==> src/hw/rtl/lsp_pkg.sv <==
// Shared types and constants for the LSB steganography payload extractor.
// No dependencies; used by every module of the block.
package lsp_pkg;

  // Queue depth between the pixel front end and the decoder back end.
  localparam int unsigned QUEUE_DEPTH = 4;

  // Width of a name or payload unit and of the size word, in bits.
  localparam int unsigned BYTE_BITS = 8;
  localparam int unsigned SIZE_BITS = 32;

  // Channel select codes.
  localparam logic [1:0] CH_RED   = 2'd0;
  localparam logic [1:0] CH_GREEN = 2'd1;
  localparam logic [1:0] CH_BLUE  = 2'd2;

  typedef enum logic [1:0] {
    PH_NAME = 2'd0,
    PH_SIZE = 2'd1,
    PH_DATA = 2'd2,
    PH_DONE = 2'd3
  } phase_e;

  typedef enum logic [1:0] {
    KIND_CHAR = 2'd0,
    KIND_TERM = 2'd1,
    KIND_SIZE = 2'd2,
    KIND_DATA = 2'd3
  } kind_e;

  // One classified pixel: start flag plus the LSB of each color channel.
  typedef struct packed {
    logic       start;
    logic [2:0] lsbs;   // [2] red, [1] green, [0] blue
  } token_t;

endpackage

==> src/hw/rtl/lsp_front.sv <==
// Pixel front end: registers an accepted pixel, keeps only its channel LSBs
// and the start flag, and pushes the token into the queue. Uses lsp_pkg.
module lsp_front (
  input  logic            clk_i,
  input  logic            rst_ni,
  input  logic            in_valid_i,
  output logic            in_stall_o,
  input  logic [23:0]     pixel_rgb_i,
  input  logic            start_req_i,
  input  logic            q_full_i,
  output logic            q_push_o,
  output lsp_pkg::token_t q_token_o
);

  logic            stage_valid_q, stage_valid_d;
  lsp_pkg::token_t stage_q;
  logic            accept;

  assign in_stall_o = stage_valid_q & q_full_i;
  assign accept     = in_valid_i & ~in_stall_o;
  assign q_push_o   = stage_valid_q & ~q_full_i;
  assign q_token_o  = stage_q;

  // Hold the stage while the queue is full, refill it when it drains.
  always_comb begin
    stage_valid_d = stage_valid_q;
    if (q_push_o || !stage_valid_q) begin
      stage_valid_d = accept;
    end
  end

  always_ff @(posedge clk_i or negedge rst_ni) begin
    if (!rst_ni) begin
      stage_valid_q <= 1'b0;
    end else begin
      stage_valid_q <= stage_valid_d;
    end
  end

  always_ff @(posedge clk_i) begin
    if (accept) begin
      stage_q.start <= start_req_i;
      stage_q.lsbs  <= {pixel_rgb_i[16], pixel_rgb_i[8], pixel_rgb_i[0]};
    end
  end

endmodule

==> src/hw/rtl/lsp_fifo.sv <==
// Short token queue between front end and decoder back end.
// Uses lsp_pkg for the token type.
module lsp_fifo #(
  parameter int unsigned Depth = lsp_pkg::QUEUE_DEPTH
) (
  input  logic            clk_i,
  input  logic            rst_ni,
  input  logic            push_i,
  input  lsp_pkg::token_t token_i,
  output logic            full_o,
  input  logic            pop_i,
  output logic            valid_o,
  output lsp_pkg::token_t token_o
);

  localparam int unsigned PtrW = (Depth > 1) ? $clog2(Depth) : 1;
  localparam int unsigned CntW = $clog2(Depth + 1);
  localparam logic [PtrW-1:0] LastPtr = PtrW'(Depth - 1);
  localparam logic [CntW-1:0] FullCnt = CntW'(Depth);

  lsp_pkg::token_t mem_q [Depth];
  logic [PtrW-1:0] wr_ptr_q, rd_ptr_q;
  logic [CntW-1:0] count_q;

  assign full_o  = (count_q == FullCnt);
  assign valid_o = (count_q != '0);
  assign token_o = mem_q[rd_ptr_q];

  always_ff @(posedge clk_i or negedge rst_ni) begin
    if (!rst_ni) begin
      wr_ptr_q <= '0;
      rd_ptr_q <= '0;
      count_q  <= '0;
    end else begin
      if (push_i) begin
        wr_ptr_q <= (wr_ptr_q == LastPtr) ? '0 : wr_ptr_q + PtrW'(1);
      end
      if (pop_i) begin
        rd_ptr_q <= (rd_ptr_q == LastPtr) ? '0 : rd_ptr_q + PtrW'(1);
      end
      if (push_i && !pop_i) begin
        count_q <= count_q + CntW'(1);
      end else if (pop_i && !push_i) begin
        count_q <= count_q - CntW'(1);
      end
    end
  end

  always_ff @(posedge clk_i) begin
    if (push_i) begin
      mem_q[wr_ptr_q] <= token_i;
    end
  end

endmodule

==> src/hw/rtl/lsp_back.sv <==
// Decoder back end: channel rotation, bit gathering, phase sequencing and
// the registered result beat. Uses lsp_pkg types and constants.
module lsp_back (
  input  logic            clk_i,
  input  logic            rst_ni,
  input  logic            q_valid_i,
  input  lsp_pkg::token_t q_token_i,
  output logic            q_pop_o,
  output logic            out_valid_o,
  input  logic            out_stall_i,
  output logic [1:0]      kind_o,
  output logic [31:0]     value_o,
  output logic            last_o
);

  lsp_pkg::phase_e phase_q, phase_d;
  logic [1:0]      chan_q, chan_d;
  logic [4:0]      cnt_q, cnt_d;
  logic [31:0]     shift_q, shift_d;
  logic [30:0]     left_q, left_d;

  logic            out_valid_q, out_valid_d;
  lsp_pkg::kind_e  kind_q, kind_d;
  logic [31:0]     value_q, value_d;
  logic            last_q, last_d;
  logic            produce;

  always_comb begin
    lsp_pkg::phase_e ph;
    logic [1:0]      ch;
    logic [4:0]      cnt;
    logic [31:0]     sw;
    logic [30:0]     left;
    logic [30:0]     left_dec;
    logic            bit_in;
    logic            unit_done;

    ph   = phase_q;
    ch   = chan_q;
    cnt  = cnt_q;
    left = left_q;
    sw   = shift_q;
    if (q_token_i.start) begin
      ph   = lsp_pkg::PH_NAME;
      ch   = lsp_pkg::CH_RED;
      cnt  = '0;
      left = '0;
      sw   = '0;
    end

    phase_d = ph;
    chan_d  = ch;
    cnt_d   = cnt;
    left_d  = left;
    shift_d = sw;
    produce = 1'b0;
    kind_d  = lsp_pkg::KIND_CHAR;
    value_d = '0;
    last_d  = 1'b0;

    unique case (ch)
      lsp_pkg::CH_RED:   bit_in = q_token_i.lsbs[2];
      lsp_pkg::CH_GREEN: bit_in = q_token_i.lsbs[1];
      lsp_pkg::CH_BLUE:  bit_in = q_token_i.lsbs[0];
      default:           bit_in = 1'b0;
    endcase

    if (ph == lsp_pkg::PH_SIZE) begin
      unit_done = ({1'b0, cnt} + 6'd1) >= 6'(lsp_pkg::SIZE_BITS);
    end else begin
      unit_done = ({1'b0, cnt} + 6'd1) >= 6'(lsp_pkg::BYTE_BITS);
    end
    left_dec = (left != '0) ? left - 31'd1 : '0;

    if (ph != lsp_pkg::PH_DONE) begin
      chan_d = (ch >= lsp_pkg::CH_BLUE) ? lsp_pkg::CH_RED : ch + 2'd1;
      sw     = {sw[30:0], bit_in};
      if (!unit_done) begin
        cnt_d   = cnt + 5'd1;
        shift_d = sw;
      end else begin
        cnt_d   = '0;
        shift_d = '0;
        produce = 1'b1;
        unique case (ph)
          lsp_pkg::PH_NAME: begin
            if (sw[7:0] == 8'h00) begin
              phase_d = lsp_pkg::PH_SIZE;
              kind_d  = lsp_pkg::KIND_TERM;
            end else begin
              kind_d  = lsp_pkg::KIND_CHAR;
              value_d = {24'd0, sw[7:0]};
            end
          end
          lsp_pkg::PH_SIZE: begin
            // A size with its top bit set counts as an empty payload.
            left_d  = sw[31] ? '0 : sw[30:0];
            kind_d  = lsp_pkg::KIND_SIZE;
            value_d = sw;
            last_d  = sw[31] || (sw[30:0] == '0);
            phase_d = last_d ? lsp_pkg::PH_DONE : lsp_pkg::PH_DATA;
          end
          default: begin
            left_d  = left_dec;
            kind_d  = lsp_pkg::KIND_DATA;
            value_d = {24'd0, sw[7:0]};
            last_d  = (left_dec == '0);
            phase_d = last_d ? lsp_pkg::PH_DONE : lsp_pkg::PH_DATA;
          end
        endcase
      end
    end
  end

  // Take a token unless it yields a result and the output beat is stuck.
  assign q_pop_o = q_valid_i & (~produce | ~out_valid_q | ~out_stall_i);

  always_comb begin
    out_valid_d = out_valid_q & out_stall_i;
    if (q_pop_o && produce) begin
      out_valid_d = 1'b1;
    end
  end

  always_ff @(posedge clk_i or negedge rst_ni) begin
    if (!rst_ni) begin
      phase_q     <= lsp_pkg::PH_NAME;
      chan_q      <= lsp_pkg::CH_RED;
      cnt_q       <= '0;
      shift_q     <= '0;
      left_q      <= '0;
      out_valid_q <= 1'b0;
    end else begin
      out_valid_q <= out_valid_d;
      if (q_pop_o) begin
        phase_q <= phase_d;
        chan_q  <= chan_d;
        cnt_q   <= cnt_d;
        shift_q <= shift_d;
        left_q  <= left_d;
      end
    end
  end

  always_ff @(posedge clk_i) begin
    if (q_pop_o && produce) begin
      kind_q  <= kind_d;
      value_q <= value_d;
      last_q  <= last_d;
    end
  end

  assign out_valid_o = out_valid_q;
  assign kind_o      = kind_q;
  assign value_o     = value_q;
  assign last_o      = last_q;

endmodule

==> src/hw/rtl/lsb_stego_payload_extractor_top.sv <==
// Each accepted pixel is staged, queued, then decoded into a registered beat.
// Throughput: one pixel per cycle unless stalled; back end retires one token a
// cycle and waits only when a result beat is due and the output is stalled.
// Reset (rst_ni low, asynchronous) empties the stage and queue, drops any
// pending beat and puts the decoder in the name phase on the red channel.
// Top level of the LSB steganography payload extractor; uses lsp_pkg.
module lsb_stego_payload_extractor_top #(
  parameter int unsigned QueueDepth = lsp_pkg::QUEUE_DEPTH
) (
  input  logic        clk_i,
  input  logic        rst_ni,
  // pixel channel
  input  logic        in_valid_i,
  output logic        in_stall_o,
  input  logic [23:0] pixel_rgb_i,
  input  logic        start_req_i,
  // result channel
  output logic        out_valid_o,
  input  logic        out_stall_i,
  output logic [1:0]  kind_o,
  output logic [31:0] value_o,
  output logic        last_o
);

  // Front end to queue.
  logic            push;
  logic            full;
  lsp_pkg::token_t push_token;

  // Queue to back end.
  logic            pop;
  logic            tok_valid;
  lsp_pkg::token_t tok;

  // Register each pixel beat, keep just the three channel LSBs and the
  // start flag; stall only when the stage is held and the queue is full.
  lsp_front u_front (
    .clk_i       (clk_i),
    .rst_ni      (rst_ni),
    .in_valid_i  (in_valid_i),
    .in_stall_o  (in_stall_o),
    .pixel_rgb_i (pixel_rgb_i),
    .start_req_i (start_req_i),
    .q_full_i    (full),
    .q_push_o    (push),
    .q_token_o   (push_token)
  );

  // Decouple the two sides so the front keeps taking pixels while a
  // result beat waits downstream.
  lsp_fifo #(
    .Depth (QueueDepth)
  ) u_fifo (
    .clk_i   (clk_i),
    .rst_ni  (rst_ni),
    .push_i  (push),
    .token_i (push_token),
    .full_o  (full),
    .pop_i   (pop),
    .valid_o (tok_valid),
    .token_o (tok)
  );

  // Advance the decoder: name bytes, terminator, size word, payload bytes,
  // then idle until a start flag.
  lsp_back u_back (
    .clk_i       (clk_i),
    .rst_ni      (rst_ni),
    .q_valid_i   (tok_valid),
    .q_token_i   (tok),
    .q_pop_o     (pop),
    .out_valid_o (out_valid_o),
    .out_stall_i (out_stall_i),
    .kind_o      (kind_o),
    .value_o     (value_o),
    .last_o      (last_o)
  );

endmodule

==> config.mk <==
export PLATFORM = sky130hd
export DESIGN_NAME = lsb_stego_payload_extractor_top
export DESIGN_NICKNAME = d
export VERILOG_FILES = /design/src/hw/rtl/lsp_pkg.sv /design/src/hw/rtl/lsp_front.sv /design/src/hw/rtl/lsp_fifo.sv /design/src/hw/rtl/lsp_back.sv /design/src/hw/rtl/lsb_stego_payload_extractor_top.sv
export SDC_FILE = /design/constraint.sdc
export NUM_CORES = 1
export LEC_CHECK = 0
export BUFFER_PORTS_ARGS = -buffer_cell sky130_fd_sc_hd__buf_2
export CAP_MARGIN = 5
export CELL_PAD_IN_SITES_DETAIL_PLACEMENT = 0
export CELL_PAD_IN_SITES_GLOBAL_PLACEMENT = 1
export CORE_UTILIZATION = 50
export CTS_BUF_LIST = sky130_fd_sc_hd__clkbuf_2
export DETAILED_ROUTE_END_ITERATION = 12
export GPL_TIMING_DRIVEN = 0
export PLACE_DENSITY_LB_ADDON = 0.12
export RECOVER_POWER = 25
export SYNTH_ARGS = -nofsm -noshare
export SYNTH_HDL_FRONTEND = slang
export SYNTH_SLANG_ARGS = --single-unit
==> constraint.sdc <==
create_clock -name clk_i -period 6.6 [get_ports clk_i]
set_input_delay 0.99 -clock clk_i [delete_from_list [all_inputs] [get_ports clk_i]]
set_output_delay 0.99 -clock clk_i [all_outputs]
set_load 0.1 [all_outputs]
==> results by group, run 1 <==
GRT
  • Largest net degree at the start of global routing: 54
  • Total track usage: 30.5%
  • First-pass GRT wire length: 33300 µm
  • Initial antenna violation count: 0
  • Vias in the first global route: 5774
  • GRT overflow: 0

Die
  • I/O pin cnt: 66
  • Die Wd: 122 µm
  • Die Area: 15000 µm²
  • Area of the core: 14000 µm²
  • Die height: 122 µm
  • Initial Util: 51.7%
  • # rows: 43

Routing
  • Via density: 6.23
  • Routed len/inst: 21.8 µm
  • Post-Route WL: 21800 µm
  • Iter 0 DRT Violations: 672
  • DR DRC count: 0
  • Via count: 6229
  • TritonRoute pass-1 iters: 9
  • Final ANT Viol Nets: 0

Layout
  • Ant. Diodes: 0
  • Layout cell share with drive strength beyond 1: 13.5%
  • Layout Area Growth over Synthesis: 10.3%
  • Fin util: 57.0%
  • Nets@finish: 845
  • Fin cells: 1000
  • Fillers: 1262

CTS
  • Number of buffers created by CTS: 17
  • Clock Sink Count: 135
  • Root Driver: clkbuf_2
  • # resized after CTS: 0
  • Setup bufs post-CTS: 0
  • # hold bufs at CTS: 0
  • H-tree depth: 4
  • Worst skew pair latency: 730 ps
  • TritonCTS clock tree: built
  • CTS clock-pin slew for the worst setup and hold paths: 210 ps
  • Clk buf depth: 2

Synthesis
  • Post-synth EDFFs: 55
  • Area of the mapped netlist: 7230 µm²
  • Post-Syn Nets: 780
  • Sequential area share after synthesis: 50.5%
  • Synth area leader: dfrtp_1
  • Synth top area share: 27.7%
  • Synth area leaders: dfrtp_1 28%, edfxtp_1 23%, nand2_1 6.3%
  • Synth Area per Inst: 9.75 µm²
  • Synth Flop Type: dfrtp_1
  • Synth unique cells: 72
  • Yosys reg bits: 135
  • Ys async rst share: 59.3%
  • Synth warn: 0
  • Cell count after synthesis: 742

Place
  • Placed cells: 968
  • DP HPWL: 15600 µm
  • Gpl congestion: 0.977
  • Buffers on Ports: 44

Job
  • Max_cap viols: 2

Power and ir drop
  • Sw Share: 45.7%
  • Pint: 1550 µW
  • NetSw: 1310 µW
  • PD cells: 358 nW/µm²
  • Clk pwr share: 20.0%
  • Seq pwr share: 37.9%
  • Gate power share: 42.1%
  • Final Total Pwr: 2860 µW
  • Leak pwr: 0.00322 µW
  • Max VDD drop: 213 µV

STA
  • RSZ-0062 raised after global routing: false
  • Minimum clock period after layout: 5580 ps
  • WHS: 423 ps
  • Sum of negative setup slack: 0 ps
  • Relative slew slack: -98.5%
  • Worst-Margin Slew: 2980 ps
  • Final count of hold timing violations: 0
  • F_max: 179 MHz
  • Final worst path period share: 84.6%
  • Slew Viols, Final: 83
  • Worst clock skew: 36.7 ps
  • Final setup fails: 0

Status
  • Violated checks: capacitance limit, slew limit
  • Status: complete, but fails checks

Setup path
  • Setup crit end kind: register
  • CP Launch Type: register
  • CP required: 7250 ps
  • Crit path max fanout: 10
  • Critical Path AT: 6240 ps
  • Crit Path Category: register to register

Worst hold path
  • Hold Path Class: input pin to register
[power by group through the flow]
stage	logic, µW	registers (µW)	clock network [µW]
after floorplan	625	1320	0
final	1200	1080	572
after detailed placement	1190	1100	0
after CTS	1190	1080	578
after global placement	1160	1090	0
after global routing	1280	1100	607
[cell families after synthesis]
kind of cell	Yosys count	synth area share, %
buf+inv	64	3.61
mux	9	1.99
flops	135	50.5
fa+ha+maj	9	1.66
compound gates	204	18.5
simple gates	305	21.8
xor+xnor	16	1.94
[routing by layer]
| metal | track usage, % | part of all wire (%) | up-vias |
|---|---|---|---|
| met5 | 0 | 0 | - |
| met4 | 11.3 | 2.7 | 0 |
| met3 | 7.43 | 8.4 | 44 |
| met2 | 46.4 | 45 | 296 |
| met1 | 42.3 | 44 | 3019 |
| li1 | - | - | 2870 |
[stage by stage]
stage / instance area, µm² / worst slack (ps)
detailed placement: 7730 / 1240
CTS: 8010 / 1210
global placement: 7680 / 447
global route: 7980 / 856
finish: 7980 / 1020
floorplan: 7230 / 2160
[state kept, by name, indices dropped and copies added, names as in the netlist]
register / cells
u_front.stage_valid_q: 1
u_fifo.rd_ptr_q: 2
u_back.chan_q: 2
u_back.left_q: 31
u_back.out_valid_o: 1
u_back.cnt_q: 5
u_fifo.wr_ptr_q: 2
u_back.shift_q: 31
u_back.phase_q: 2
u_back.last_o: 1
u_back.value_o: 32
u_front.q_token_o: 4
u_back.kind_o: 2
u_fifo.count_q: 3
u_fifo.mem_q: 16
[placed cells by master (no fill, tap or decap), types with 19 or more instances in the layout]
cell,count
and2_1,34
clkbuf_1,39
nor2_1,33
nor3_1,20
buf_2,52
nand3_1,20
edfxtp_1,55
clkbuf_2,19
nand2_1,122
dfrtp_1,80
a21oi_1,35
o21ai_0,62
[worst max-delay path, stage by stage (launching register included)]
cell      delay (ps)
dfrtp_1          430
buf_2            190
mux4_2           410
clkbuf_1         500
buf_2            410
buf_1            440
nor2b_1          100
ha_1             260
xnor2_1          140
a31oi_1          350
o211ai_1         260
o21a_1           370
o21ai_0          300
buf_2            380
clkbuf_1         620
o21ai_0          220
o21ai_0          130
[Yosys cell counts (all sizes together), types with 3 or more instances]
master,n
o31ai,10
nor2b,12
and2,34
mux4,4
mux2,3
nor3,23
clkbuf,37
o22ai,5
o211ai,7
buf,18
or3,6
a221oi,4
a32o,5
o21ai,65
inv,8
nor2,34
a21o,9
a22oi,4
a21oi,35
xnor2,5
nand4,7
nand2,122
xor2,11
nand3b,3
or4,4
ha,8
dfrtp,80
nand3,21
a31oi,17
edfxtp,55
nor4b,3
o21a,5
a22o,12
and3,3
o311ai,4
a211oi,3
a221o,3
nor4,19
or2,4
[final cells by class]
class / instances / area, µm² / area share, %
inverters: 9 / 33.8 / 0.423
well taps: 180 / 225 / 2.82
plain buffers: 55 / 229 / 2.87
clock inverters: 13 / 179 / 2.24
multi-input cells: 543 / 3320 / 41.6
flip-flops and latches: 135 / 3650 / 45.8
clock buffers: 19 / 95.1 / 1.19
repair buffers: 46 / 243 / 3.04
[path summary, 6_finish.rpt]
path / start / end / slack [ps] / cells past startpoint
hold / removal: pixel_rgb_i[8] / u_front.q_token_o[1]$_DFFE_PP_ / 420 / 1
setup / recovery: u_fifo.rd_ptr_q[0]$_DFFE_PN0P_ / u_back.left_q[12]$_DFFE_PN0P_ / 1020 / 16
min in group asynchronous: rst_ni / u_back.shift_q[6]$_DFFE_PN0P_ / 640 / 1
hold reg to reg: u_fifo.count_q[2]$_DFFE_PN0P_ / u_fifo.count_q[2]$_DFFE_PN0P_ / 540 / 1
setup reg to reg: u_fifo.rd_ptr_q[0]$_DFFE_PN0P_ / u_back.left_q[12]$_DFFE_PN0P_ / 1020 / 16
max in group asynchronous: rst_ni / u_back.left_q[24]$_DFFE_PN0P_ / 2400 / 2
(Power assumes the default switching activity.)
==> run 2, diff against run 1 <==
CORE_UTILIZATION = 44   (was 50)
clock period = 5 ns   (was 6.6 ns; I/O delays follow)
==> run 2 against run 1 <==
Against the previous run:
- count of clock-buffer cells in the layout is the same
- via count hardly changed
- largest cell class unchanged
- the flow still finishes with violations (capacitance limit, slew limit)
- fmax is 18% higher
- critical path depth down 1
- combinational power rose by 33%
- first-iteration DRC count fell by 3.4%
- register-to-register slack lost 750 ps
- utilization fell by 6.6 points
- sequential share of layout area decreased by 0.33 points
- sequential power rose by 32%
- non-clock buffer count rose by 1
==> results by group, run 2 (synthesized netlist as in run 1, its figures left out) <==
STA
  • RSZ-0062 raised after global routing: false
  • Sum of negative setup slack: 0 ps
  • Final WS setup: 267 ps
  • Final worst path period share: 94.7%
  • Worst-Margin Slew: 2430 ps
  • Final setup fails: 0
  • Minimum clock period after layout: 4730 ps
  • Relative slew slack: -62.0%
  • Worst clock skew: 29.1 ps
  • F_max: 211 MHz
  • Final count of hold timing violations: 0
  • Slew Viols, Final: 83

GRT
  • GRT overflow: 0
  • Initial antenna violation count: 1
  • Vias in the first global route: 5901
  • Total track usage: 28.9%
  • Largest net degree at the start of global routing: 54
  • First-pass GRT wire length: 35300 µm

Layout
  • Most frequent cells in the layout: 122 x nand2_1, 80 x dfrtp_1, 62 x o21ai_0, 55 x edfxtp_1, 54 x buf_2
  • Fillers: 1500
  • Most common cell after layout, fill and taps aside: nand2_1
  • Layout cell share with drive strength beyond 1: 14.1%
  • Layout Area Growth over Synthesis: 11.1%
  • Max reg flops: 32
  • Fin cells: 1038
  • Nets@finish: 846
  • Post-route cell area: 8040 µm²

Die
  • # rows: 46
  • Initial Util: 45.4%
  • I/O pin cnt: 66
  • Die height: 130 µm
  • Die Wd: 130 µm
  • Die Area: 17000 µm²
  • Area of the core: 15900 µm²

CTS
  • Clk buf depth: 2
  • Worst skew pair latency: 750 ps
  • Number of buffers created by CTS: 17
  • Clock Sink Count: 135
  • CTS clock-pin slew for the worst setup and hold paths: 220 ps
  • H-tree depth: 4
  • Root Driver: clkbuf_2
  • TritonCTS clock tree: built

Status
  • Violated checks: capacitance limit, slew limit
  • Status: complete, but fails checks

Place
  • Buffers on Ports: 44
  • Placed Instance Area: 7780 µm²
  • Gpl congestion: 0.941
  • Placed cells: 1004
  • DP HPWL: 16500 µm
  • Pre-CTS setup slack: -434 ps

Setup path
  • Crit path from: u_fifo.rd_ptr_q[0]$_DFFE_PN0P_
  • Cell Chain, Critical Path: buf_2, mux4_2, buf_2, buf_2, nor2b_1, ha_1, xnor2_1, a31oi_2, o211ai_1, o21a_1, o21ai_0, buf_2, clkbuf_2, o21ai_0, o21ai_0
  • Worst path slowest cell: mux4_2
  • Crit Path Category: register to register
  • Crit path max fanout: 13
  • Max stage delay on crit path: 700 ps
  • CP required: 5610 ps
  • Critical Path AT: 5350 ps
  • CP Launch Type: register
  • Worst R2R Start: u_fifo.rd_ptr_q[0]$_DFFE_PN0P_
  • Setup crit end kind: register
  • Cell mode on critical path: buf_2
  • Reg2reg path depth: 15

Routing
  • Final ANT Viol Nets: 0
  • Routed len/inst: 21.9 µm
  • TritonRoute pass-1 iters: 5
  • Via density: 6.00
  • Iter 0 DRT Violations: 649
  • DR DRC count: 0
  • Post-Route WL: 22800 µm
  • Via count: 6226

Worst hold path
  • Min-Delay Startpoint: start_req_i
  • Hold Path Class: input pin to register
  • WHS Path Cells: 1

Power and ir drop
  • Max VDD drop: 271 µV
  • Final Total Pwr: 3740 µW
  • Leak pwr: 0.00323 µW
  • PD cells: 466 nW/µm²

Job
  • Max_cap viols: 2
## run 2: per-stage QoR
stage	hold slack (ps)	util [%]
final	157	50.4
after global routing	112	50.4
after CTS	126	50.4
after detailed placement	501	48.8
after global placement	472	48.5
after floorplan	454	-
## run 2: path summary, 6_finish.rpt
path | endpoint | slack [ps]
setup / recovery | u_back.left_q[24]$_DFFE_PN0P_ | 270
hold reg to reg | u_fifo.count_q[2]$_DFFE_PN0P_ | 530
max in group asynchronous | u_back.shift_q[22]$_DFFE_PN0P_ | 940
hold / removal | u_front.q_token_o[3]$_DFFE_PP_ | 160
min in group asynchronous | u_back.shift_q[6]$_DFFE_PN0P_ | 910
setup reg to reg | u_back.left_q[24]$_DFFE_PN0P_ | 270
## run 2: critical path, delay by kind of cell (launching register included)
family,cells,cell delay (ps)
AO/OA/AOI/OAI,6,1580
XOR/XNOR,1,170
adder cells (fa/ha/maj),1,260
buffers and inverters,5,1380
flip-flops,1,390
multiplexers,1,700
AND/OR/NAND/NOR,1,130
## run 2: area by class of cell
type                    instances  area [µm²]  share of cell area [%]
flip-flops and latches        135        3650                    45.5
multi-input cells             543        3330                    41.4
well taps                     216         270                    3.36
repair buffers                 48         269                    3.35
plain buffers                  54         229                    2.85
clock inverters                13         156                    1.95
clock buffers                  19        95.1                    1.18
inverters                       9        33.8                   0.420
diodes                          1        2.50                  0.0311
## run 2: metal layers
layer  wire, µm  share of wire (%)  vias to the layer above  track usage [%]
met4        680                3.0                        0             12.0
met5          0                  0                        -                0
met3       1700                7.4                       44             6.85
li1           -                  -                     2888                -
met2      10400                 46                      265             44.7
met1       9980                 44                     3029             39.0
## run 2: timing repair
item | CTS | global route
pin swaps | 0 | 1
buffers inserted | 0 | 1
resized for setup | 3 | 1
setup endpoints to repair | 60 | 46
hold buffers | 1 | 0
hold endpoints to repair | 27 | 0
## run 2: power breakdown
group          internal [µW]  switching, µW
registers               1320            107
clock network            280            431
logic                    404           1200
